[config.mk]
export PLATFORM = sky130hd
export DESIGN_NAME = gradient_color_ramp_lookup_top
export DESIGN_NICKNAME = d
export VERILOG_FILES = /design/src/rtl/core/gcrl_pkg.sv /design/src/rtl/core/gradient_color_ramp_lookup_top.sv /design/src/rtl/core/gcrl_divider.sv
export SDC_FILE = /design/constraint.sdc
export NUM_CORES = 2
export LEC_CHECK = 0
export ABC_AREA = 1
export BUFFER_PORTS_ARGS = -buffer_cell sky130_fd_sc_hd__buf_4
export CORE_AREA = 2 2 247 493
export DETAILED_ROUTE_END_ITERATION = 6
export DIE_AREA = 0 0 249 495
export PLACE_DENSITY = 0.77
export REMOVE_ABC_BUFFERS = 1
export SLEW_MARGIN = 20
export SYNTH_ARGS = -nofsm -noshare
export SYNTH_HDL_FRONTEND = slang
export SYNTH_HIERARCHICAL = 1
export SYNTH_SLANG_ARGS = --single-unit
[constraint.sdc]
create_clock -name clock -period 20.4 [get_ports clock]
set_input_delay 2.04 -clock clock [delete_from_list [all_inputs] [get_ports clock]]
set_output_delay 2.04 -clock clock [all_outputs]
set_load 0.02 [all_outputs]
[src/rtl/core/gcrl_pkg.sv]
// ----------------------------------------------------------------------------
// Gradient colour ramp package
// Shared constants, codes and types for the colour ramp lookup block.
// ----------------------------------------------------------------------------
package gcrl_pkg;

   localparam int MAX_STOPS_DEFAULT     = 16;
   localparam int POS_FRAC_BITS_DEFAULT = 16;
   localparam int POS_WIDTH             = 24;
   localparam int COLOR_WIDTH           = 32;

   localparam logic [1:0] MODE_LOOKUP = 2'd0;
   localparam logic [1:0] MODE_ADD    = 2'd1;
   localparam logic [1:0] MODE_CLEAR  = 2'd2;
   localparam logic [1:0] MODE_NONE   = 2'd3;

   localparam logic [1:0] EXT_PAD     = 2'd0;
   localparam logic [1:0] EXT_REPEAT  = 2'd1;
   localparam logic [1:0] EXT_REFLECT = 2'd2;
   localparam logic [1:0] EXT_SPARE   = 2'd3;

   localparam logic [1:0] STATUS_DONE  = 2'd0;
   localparam logic [1:0] STATUS_RANGE = 2'd1;
   localparam logic [1:0] STATUS_FULL  = 2'd2;

   localparam logic [31:0] COLOR_BLACK = 32'h0000_00FF;
   localparam logic [31:0] COLOR_WHITE = 32'hFFFF_FFFF;

   // Handshake between the sequencer and the shared divider.
   typedef struct packed {
      logic start;
      logic busy;
      logic done;
   } div_ctrl_type;

endpackage

[src/rtl/core/gradient_color_ramp_lookup_top.sv]
// A clear, a rejected add or an unused mode gives its result in the cycle after acceptance;
// an accepted add searches and then shifts the table one entry per cycle. A lookup searches
// the table and, when the key lies between two stops or the table is empty, interpolates
// with four divisions on the shared divider, one per colour channel. One transaction at a
// time; req_tready returns the cycle after the result is taken. Reset restores the
// two-stop table.
// ----------------------------------------------------------------------------
// Gradient colour ramp lookup
// Sorted colour stop table with pad, repeat and reflect position folding.
// ----------------------------------------------------------------------------
module gradient_color_ramp_lookup_top #(
   parameter int MAX_STOPS     = gcrl_pkg::MAX_STOPS_DEFAULT,
   parameter int POS_FRAC_BITS = gcrl_pkg::POS_FRAC_BITS_DEFAULT
) (
   input  logic        clock,
   input  logic        reset,
   input  logic        req_tvalid,
   output logic        req_tready,
   // [1:0] mode, [25:2] position, [57:26] stop_color, [63:58] zero
   input  logic [63:0] req_tdata,
   output logic        rsp_tvalid,
   input  logic        rsp_tready,
   // [31:0] result_color, [33:32] status, [38:34] stops_held, [39] zero
   output logic [39:0] rsp_tdata,
   input  logic        csr_valid,
   output logic        csr_ready,
   input  logic [1:0]  csr_data
);

   localparam int PW  = POS_FRAC_BITS + 1;
   localparam int IW  = $clog2(MAX_STOPS);
   localparam int CW  = $clog2(MAX_STOPS + 1);
   localparam int NW  = PW + 9;
   localparam logic [PW-1:0] POS_ONE = PW'(1) << POS_FRAC_BITS;

   typedef enum logic [2:0] {
      ST_IDLE, ST_SEARCH, ST_SHIFT, ST_DIV, ST_WAIT, ST_OUT
   } state_type;

   state_type           state_ff;
   logic [1:0]          ext_ff;
   logic [CW-1:0]       count_ff;
   logic [PW-1:0]       pos_mem [MAX_STOPS];
   logic [31:0]         col_mem [MAX_STOPS];
   logic [1:0]          mode_ff;
   logic [PW-1:0]       key_ff;
   logic [31:0]         cin_ff;
   logic [CW-1:0]       idx_ff;
   logic [31:0]         res_ff;
   logic [1:0]          status_ff;
   logic [1:0]          chan_ff;
   logic [31:0]         left_ff, right_ff;
   logic [PW-1:0]       a_ff, d_ff;
   logic [NW-1:0]       num_ff;
   logic                div_start_ff;
   logic [NW-1:0]       quotient;
   gcrl_pkg::div_ctrl_type div_ctrl;

   logic [1:0]          in_mode;
   logic signed [23:0]  in_pos;
   logic                neg;
   logic [PW-1:0]       frac, folded, in_key;
   logic                odd, big;
   logic [IW-1:0]       idx_lo, idx_prev, cnt_last;
   logic [PW-1:0]       pos_at;
   logic [7:0]          cl, cr;
   logic [2*PW+8:0]     prod_sum;

   assign in_mode = req_tdata[1:0];
   assign in_pos  = req_tdata[25:2];
   assign neg     = in_pos[23];
   assign frac    = {1'b0, in_pos[POS_FRAC_BITS-1:0]};
   assign odd     = in_pos[POS_FRAC_BITS];
   assign big     = !neg && (25'(unsigned'(in_pos)) > 25'(POS_ONE));

   always_comb begin
      case (ext_ff)
         gcrl_pkg::EXT_REPEAT:  folded = frac;
         gcrl_pkg::EXT_REFLECT: folded = odd ? POS_ONE - frac : frac;
         default:               folded = neg ? '0 : (big ? POS_ONE : in_pos[PW-1:0]);
      endcase
      in_key = (in_mode == gcrl_pkg::MODE_LOOKUP) ? folded : in_pos[PW-1:0];
   end

   assign idx_lo   = idx_ff[IW-1:0];
   assign idx_prev = IW'(idx_ff - 1'b1);
   assign cnt_last = IW'(count_ff - 1'b1);
   assign pos_at   = pos_mem[idx_lo];

   always_comb begin
      cl = left_ff[8*chan_ff +: 8];
      cr = right_ff[8*chan_ff +: 8];
   end
   // One channel numerator per division; narrow multiplies, registered before use.
   assign prod_sum = (2*PW+9)'(cl) * (2*PW+9)'(d_ff - a_ff)
                   + (2*PW+9)'(cr) * (2*PW+9)'(a_ff) + (2*PW+9)'(d_ff >> 1);

   gcrl_divider #(.NUM_WIDTH(NW), .DEN_WIDTH(PW)) u_div (
      .clock(clock), .reset(reset), .start(div_start_ff),
      .numerator(num_ff), .denominator(d_ff), .ctrl(div_ctrl), .quotient(quotient)
   );

   assign req_tready = (state_ff == ST_IDLE);
   assign csr_ready  = 1'b1;
   assign rsp_tvalid = (state_ff == ST_OUT);
   assign rsp_tdata  = {1'b0, 5'(count_ff), status_ff, res_ff};

   always_ff @(posedge clock) begin
      if (reset) begin
         state_ff  <= ST_IDLE;
         ext_ff    <= gcrl_pkg::EXT_PAD;
         count_ff  <= CW'(2);
         div_start_ff <= 1'b0;
         pos_mem[0] <= '0;
         pos_mem[1] <= POS_ONE;
         col_mem[0] <= gcrl_pkg::COLOR_BLACK;
         col_mem[1] <= gcrl_pkg::COLOR_WHITE;
      end else begin
         if (csr_valid) ext_ff <= csr_data;
         div_start_ff <= (state_ff == ST_DIV) && (d_ff != '0);
         case (state_ff)
            ST_IDLE: if (req_tvalid) begin
               mode_ff   <= in_mode;
               key_ff    <= in_key;
               cin_ff    <= req_tdata[57:26];
               res_ff    <= '0;
               status_ff <= gcrl_pkg::STATUS_DONE;
               idx_ff    <= '0;
               chan_ff   <= '0;
               state_ff  <= ST_OUT;
               case (in_mode)
                  gcrl_pkg::MODE_LOOKUP: begin
                     if (count_ff == '0) begin
                        left_ff  <= gcrl_pkg::COLOR_BLACK;
                        right_ff <= gcrl_pkg::COLOR_WHITE;
                        a_ff     <= in_key;
                        d_ff     <= POS_ONE;
                        state_ff <= ST_DIV;
                     end else state_ff <= ST_SEARCH;
                  end
                  gcrl_pkg::MODE_ADD: begin
                     if (neg || big) status_ff <= gcrl_pkg::STATUS_RANGE;
                     else if (count_ff >= CW'(MAX_STOPS))
                        status_ff <= gcrl_pkg::STATUS_FULL;
                     else state_ff <= ST_SEARCH;
                  end
                  gcrl_pkg::MODE_CLEAR: count_ff <= '0;
                  default: ;
               endcase
            end
            ST_SEARCH: begin
               if (mode_ff == gcrl_pkg::MODE_ADD) begin
                  if (idx_ff < count_ff && pos_at < key_ff) idx_ff <= idx_ff + 1'b1;
                  else begin
                     idx_ff   <= count_ff;
                     a_ff     <= PW'(idx_ff); // insertion point held here
                     state_ff <= ST_SHIFT;
                  end
               end else if (idx_ff == '0) begin
                  if (count_ff == CW'(1) || key_ff <= pos_at) begin
                     res_ff   <= col_mem[0];
                     state_ff <= ST_OUT;
                  end else idx_ff <= CW'(1);
               end else if (key_ff >= pos_mem[cnt_last]) begin
                  res_ff   <= col_mem[cnt_last];
                  state_ff <= ST_OUT;
               end else if (pos_at > key_ff) begin
                  left_ff  <= col_mem[idx_prev];
                  right_ff <= col_mem[idx_lo];
                  a_ff     <= key_ff - pos_mem[idx_prev];
                  d_ff     <= pos_at - pos_mem[idx_prev];
                  state_ff <= ST_DIV;
               end else idx_ff <= idx_ff + 1'b1;
            end
            ST_SHIFT: begin
               if (idx_ff > CW'(a_ff)) begin
                  pos_mem[idx_lo] <= pos_mem[idx_prev];
                  col_mem[idx_lo] <= col_mem[idx_prev];
                  idx_ff <= idx_ff - 1'b1;
               end else begin
                  pos_mem[idx_lo] <= key_ff;
                  col_mem[idx_lo] <= cin_ff;
                  count_ff <= count_ff + 1'b1;
                  state_ff <= ST_OUT;
               end
            end
            ST_DIV: begin
               if (d_ff == '0) begin
                  res_ff   <= left_ff;
                  state_ff <= ST_OUT;
               end else begin
                  num_ff    <= NW'(prod_sum);
                  state_ff  <= ST_WAIT;
               end
            end
            ST_WAIT: if (div_ctrl.done) begin
               res_ff[8*chan_ff +: 8] <= quotient[7:0];
               chan_ff <= chan_ff + 1'b1;
               state_ff <= (chan_ff == 2'd3) ? ST_OUT : ST_DIV;
            end
            ST_OUT: if (rsp_tready) state_ff <= ST_IDLE;
            default: state_ff <= ST_IDLE;
         endcase
      end
   end

   a_one_item: assert property (@(posedge clock) disable iff (reset)
      rsp_tvalid |-> !req_tready) else $error("accepting while result pending");
   a_count_bound: assert property (@(posedge clock) disable iff (reset)
      count_ff <= CW'(MAX_STOPS)) else $error("stop count overflow");
   a_rsp_hold: assert property (@(posedge clock) disable iff (reset)
      rsp_tvalid && !rsp_tready |=> rsp_tvalid && $stable(rsp_tdata))
      else $error("response changed while stalled");
   a_wait_div: assert property (@(posedge clock) disable iff (reset)
      state_ff == ST_WAIT && !div_ctrl.done |-> div_ctrl.busy || div_start_ff)
      else $error("waiting on idle divider");

endmodule

[src/rtl/core/gcrl_divider.sv]
// ----------------------------------------------------------------------------
// Colour ramp divider
// Restoring radix-2 divider, one quotient bit per cycle.
// ----------------------------------------------------------------------------
module gcrl_divider #(
   parameter int NUM_WIDTH = 32,
   parameter int DEN_WIDTH = 17
) (
   input  logic                 clock,
   input  logic                 reset,
   input  logic                 start,
   input  logic [NUM_WIDTH-1:0] numerator,
   input  logic [DEN_WIDTH-1:0] denominator,
   output gcrl_pkg::div_ctrl_type ctrl,
   output logic [NUM_WIDTH-1:0] quotient
);

   localparam int CNT_WIDTH = $clog2(NUM_WIDTH + 1);

   logic [NUM_WIDTH-1:0] quo_ff, quo_in;
   logic [DEN_WIDTH:0]   rem_ff, rem_in;
   logic [DEN_WIDTH-1:0] den_ff, den_in;
   logic [CNT_WIDTH-1:0] cnt_ff, cnt_in;
   logic                 busy_ff, busy_in;
   logic                 done_ff, done_in;
   logic [DEN_WIDTH:0]   trial;

   always_comb begin
      quo_in  = quo_ff;
      rem_in  = rem_ff;
      den_in  = den_ff;
      cnt_in  = cnt_ff;
      busy_in = busy_ff;
      done_in = 1'b0;
      trial   = {rem_ff[DEN_WIDTH-1:0], quo_ff[NUM_WIDTH-1]};
      if (start) begin
         quo_in  = numerator;
         rem_in  = '0;
         den_in  = denominator;
         cnt_in  = CNT_WIDTH'(NUM_WIDTH);
         busy_in = 1'b1;
      end else if (busy_ff) begin
         if (trial >= {1'b0, den_ff}) begin
            rem_in = trial - {1'b0, den_ff};
            quo_in = {quo_ff[NUM_WIDTH-2:0], 1'b1};
         end else begin
            rem_in = trial;
            quo_in = {quo_ff[NUM_WIDTH-2:0], 1'b0};
         end
         cnt_in = cnt_ff - 1'b1;
         if (cnt_ff == CNT_WIDTH'(1)) begin
            busy_in = 1'b0;
            done_in = 1'b1;
         end
      end
   end

   always_ff @(posedge clock) begin
      if (reset) begin
         busy_ff <= 1'b0;
         done_ff <= 1'b0;
         cnt_ff  <= '0;
      end else begin
         busy_ff <= busy_in;
         done_ff <= done_in;
         cnt_ff  <= cnt_in;
      end
      quo_ff <= quo_in;
      rem_ff <= rem_in;
      den_ff <= den_in;
   end

   assign ctrl.start = start;
   assign ctrl.busy  = busy_ff;
   assign ctrl.done  = done_ff;
   assign quotient   = quo_ff;

   a_done_after_busy: assert property (@(posedge clock) disable iff (reset)
      done_ff |-> $past(busy_ff)) else $error("divider done without busy");
   a_no_start_busy: assert property (@(posedge clock) disable iff (reset)
      busy_ff |-> !start) else $error("divider restarted while busy");
   a_done_clears: assert property (@(posedge clock) disable iff (reset)
      done_ff |-> !busy_ff) else $error("divider done while busy");

endmodule

# Yosys cells after proc, flatten, opt, wreduce, memory -nomap -nowiden
# Memories as Yosys holds them, arrays and structs flattened. A register that Yosys moved wholly into a read port is not among the register bits.
# Index checks and enable logic that the tools add are counted.
# word_totals
register_bits	294
mem_bits_rw	784
input_bits	71
wordCells	242
n_memories	2
# mem_list
name	depth	width	read_ports	rd_clocked_by_memory_dff	wr	line_no	text
col_mem	16	32	4	1	2	gradient_color_ramp_lookup_top.sv:44	logic [31:0] col_mem [MAX_STOPS];
pos_mem	16	17	3	1	2	gradient_color_ramp_lookup_top.sv:43	logic [PW-1:0] pos_mem [MAX_STOPS];
# op_classes
addsub	14
multipliers	2
n_lt_le_gt_ge	9
n_eq_ne	37
n_shift	4
mux	112
bitwise	6
reduce_logical	32
# op_table
op	count
$mux 32	23
$mux 17	22
$pmux 32 s2	2
$pmux 32 s4	1
$pmux 17 s2	3
$mux 5	13
$shiftx 32x6->8	2
$mux 26	2
$sub 17x17->17	3
$mux 3	13
$neg 5->34	1
$shift 8x34->32 const A	1
$shiftx 8x34->32	1
$bwmux 32	1
$reduce_or 32->1	1
$add 26x17->26	1
$add 26x26->26	1
$mul 9x18->26	1
$mul 8x17->25	1
$gt 24x17->1 const B	1
$mux 1	19
$ge 18x17->1	1
$ne 3x3->1 const B	6
$pmux 3 s6	1
50 further kinds	95

# Longest topological paths before layout
# logic_depth
ltp_word	10
depth_mapped	43

# Modules after synthesis
# Netlist, hierarchy kept.
# modules_own_cells
module	n_inst	cells_per_inst	area_each_um2
gradient_color_ramp_lookup_top	1	8527	71021.9
gcrl_divider	1	516	3897.5

# Worst setup path after synthesis
# No wires, ideal clock.
# synth_timing
path_kind	flip-flop to flip-flop
start	register count_ff[0]
end	register d_ff[0], enable pin
setup_ns	0.720
t_arrival_ns	11.463
path_slack_ns	8.217
stages_incl_launch_ff	27
n_path_buf	6
period_less_slack_ns	12.183
cell_sequence	dfxtp_1 inv_2 clkbuf_1 clkbuf_1 clkbuf_1 ha_1 buf_2 inv_1 clkbuf_1 clkbuf_1 a21oi_1 o21ai_0 o21ai_0 o211ai_1 nand2_1 ha_1 nand2_1 inv_1 nand2_1 nand2_1 nand2_1 nand2_1 nand2_1 nand4_1 nor2_1 nor2_1 nor4_1
# synth_between
elab_chain_cells	5
# synth_lines
item	line_no	text
from (decl)	gradient_color_ramp_lookup_top.sv:42	logic [CW-1:0] count_ff;
from (signal assigned)	gradient_color_ramp_lookup_top.sv:183	count_ff <= count_ff + 1'b1;
$sub 4x1->4	gradient_color_ramp_lookup_top.sv:87	assign cnt_last = IW'(count_ff - 1'b1);
$mem_v2 16x17	--	
$ge 17x17->1	gradient_color_ramp_lookup_top.sv:164	end else if (key_ff >= pos_mem[cnt_last]) begin
$ne 2x2->1 (no source line)	--	
$reduce_and 9->1 (no source line) (*)	--	
to (signal assigned)	gradient_color_ramp_lookup_top.sv:171	d_ff <= pos_at - pos_mem[idx_prev];
to (decl)	gradient_color_ramp_lookup_top.sv:53	logic [PW-1:0] a_ff, d_ff;
# Mark *: on every way between the ends. The rest lies on a longest branch, timed or not.
# A chain may end at the register's enable or synchronous reset.

# Worst setup path after layout
# layout_timing
start	register chan_ff[1]
end	register num_ff[25], data pin
# layout_between
elab_chain_cells	4
# layout_lines
item	line_no	text
from (decl)	gradient_color_ramp_lookup_top.sv:51	logic [1:0] chan_ff;
from (signal assigned)	gradient_color_ramp_lookup_top.sv:198	chan_ff <= chan_ff + 1'b1;
$shiftx 32x6->8, on equally long branches	gradient_color_ramp_lookup_top.sv:91, gradient_color_ramp_lookup_top.sv:92	
$mul 9x18->26 / $mul 8x17->25 (equally long branches)	gradient_color_ramp_lookup_top.sv:95, gradient_color_ramp_lookup_top.sv:96	
$add 26x26->26 (*)	gradient_color_ramp_lookup_top.sv:96	+ (2*PW+9)'(cr) * (2*PW+9)'(a_ff) + (2*PW+9)'(d_ff >> 1);
$add 26x17->26 (*)	gradient_color_ramp_lookup_top.sv:96	
net prod_sum[25]	gradient_color_ramp_lookup_top.sv:67	logic [2*PW+8:0] prod_sum;
to (signal assigned)	gradient_color_ramp_lookup_top.sv:192	num_ff <= NW'(prod_sum);
to (decl)	gradient_color_ramp_lookup_top.sv:54	logic [NW-1:0] num_ff;
# Mark *: on every way through the listed nets, which the timed path passes. The rest lies on a longest branch.

==> flow_summary.json <==
{
  "status": "finished, violations left",
  "violations": "design-rule violations",
  "min-delay-path-class": "reg2reg",
  "post_cts_buffers": 0,
  "core-area_um2": 119600,
  "stdcell_area_um2": 79570,
  "synth_area_um2": 74900,
  "cts_inserted_buffers": 97,
  "syn_to_final_growth_pct": 6.234,
  "fin_hold_ws_ns": 0.4736,
  "portBuffers": 105,
  "max_slew_margin_pct": 18.13,
  "drt_pre_antenna_iters": 7,
  "drv_cap": 0,
  "place_hpwl_mm": 150.6,
  "fmax_mhz": 96.29,
  "finalClockSkew_ns": 0.08581,
  "grt_pass1_vias": 63374,
  "tightest_slew_ns": 1.228,
  "ys_warn_count": 6,
  "slowest_delay_ns": 0.85,
  "routedWlPerCell_um": 24.25,
  "setup_ws_ns": 10.01,
  "gp_congestion": 0.9733,
  "finalHoldViolCount": 0,
  "die_width_um": 249,
  "endpoint_kind": "flip-flop",
  "antenna_left": 0,
  "grt_max_degree": 227,
  "drc": 16,
  "grt_pass1_wl_mm": 373.9,
  "fin_crit_sh_pct": 50.91,
  "crit_fanout": 21,
  "drive_gt1_share_pct": 5.630,
  "crit_path_start_kind": "flip-flop",
  "placed_area_um2": 76150,
  "multiInputGateArea_um2": 36140,
  "tns_ns": 0,
  "syn_avg_cell_area_um2": 8.285,
  "cp_common_cell": "fa_1",
  "rsz0062_at_grt": "no",
  "cts_hold_buf": 0,
  "worst_skew_pair.late_latency_ns": 0.78,
  "drtIter0Drc": 10038,
  "cts-resized-gates": 0,
  "arrival_ns": 10.84,
  "cp.required_ns": 20.85,
  "crit_type": "reg2reg",
  "final_max_slew_viol_count": 0,
  "ff_latch_area_um2": 32120,
  "layout.nets": 9319,
  "die_area_um2": 123300,
  "ios": 114,
  "path_clk_slew_ns": 0.07,
  "num_vias": 68047,
  "syn_inst": 9041,
  "place_ws_ns": 10.33,
  "r2r_setup_slack_ns": 10.01,
  "htreeDepth": 3,
  "start_util_pct": 62.63,
  "rows": 180,
  "die_h_um": 495,
  "cts_sinks": 1082,
  "antenna_found_initial": 7,
  "slowest_stage": "edfxtp_1",
  "gr-total-overflow": 0,
  "min_period_ns": 10.39,
  "nFillCells": 9633,
  "setup_viol": 0,
  "grtUsageTotal_pct": 40.16,
  "clockRootBuffer": "clkbuf_16",
  "viasPerCell": 6.547,
  "cts_tree": "yes",
  "cts_buffer_depth": 3,
  "routed_wl_mm": 252.0
}
-- stage by stage --
step           utilization, %  cells
2_1_floorplan               -   8460
3_3_place_gp            63.67  10209
3_5_place_dp            63.67  10209
4_1_cts                 66.51  10390
5_1_grt                 66.54  10393
6_report                66.54  10394
-- flip-flops by register name (all words and copies together), names as in the netlist, 17 cells and up, named ones only --
signal          flops
key_ff             17
right_ff           32
u_div/den_ff       17
res_ff             32
a_ff               17
u_div/rem_ff       17
pos_mem           272
num_ff             26
col_mem           512
cin_ff             32
u_div/quotient     26
d_ff               17
left_ff            32
-- area by class of cell --
| type | instances | share of cell area [%] |
|---|---|---|
| well taps | 1547 | 2.432 |
| diodes | 2 | 0.006290 |
| clock buffers | 116 | 3.165 |
| repair buffers | 204 | 2.003 |
| clock inverters | 65 | 1.093 |
| inverters | 1160 | 5.511 |
| multi-input cells | 6218 | 45.42 |
| flip-flops and latches | 1082 | 40.37 |
-- metal layers --
metal | vias up | GRT usage [%] | wire length, µm
li1 | 30524 | - | -
met1 | 31033 | 50.67 | 87030
met2 | 5261 | 60.55 | 107500
met3 | 1217 | 9.941 | 36150
met4 | 12 | 29.06 | 21270
met5 | - | 0 | 70
-- critical path, delay by kind of cell, from the launching register on --
family | cells | cell delay [ns]
AO/OA/AOI/OAI | 4 | 1.28
XOR/XNOR | 2 | 0.47
adder cells (fa/ha/maj) | 9 | 4.13
buffers and inverters | 7 | 1.53
flip-flops | 1 | 0.85
AND/OR/NAND/NOR | 9 | 1.81
-- placed cells by master, fill, tap and decap left out, types with 18 or more instances in the layout --
master        n
clkbuf_16    97
nand4_1      33
ha_1        240
o221ai_1     71
nor2_1      845
o22ai_1      95
inv_2        43
nor3_1       20
dfxtp_1      33
o21ai_0    1031
xnor2_1      31
a21oi_1    1188
edfxtp_1   1043
buf_4       199
inv_1      1101
a211oi_1     33
nand3_1     530
xor2_1       39
nand3b_1     18
a221oi_1     65
clkinv_2     21
o211ai_1    242
clkinv_1     18
o21ai_1      34
nor2_4       23
nand2_1    1311
fa_1        243
-- worst paths after layout --
path / from / end / cells after the start
max: chan_ff[1] / num_ff[25] / 31
min: u_div/rem_ff[14] / u_div/rem_ff[14] / 2
max reg2reg: chan_ff[1] / num_ff[25] / 31
min reg2reg: u_div/rem_ff[14] / u_div/rem_ff[14] / 2
Power is left out: the tool's default activity adds up to more than one toggle a clock period on the data nets, which glitch-free logic cannot reach.
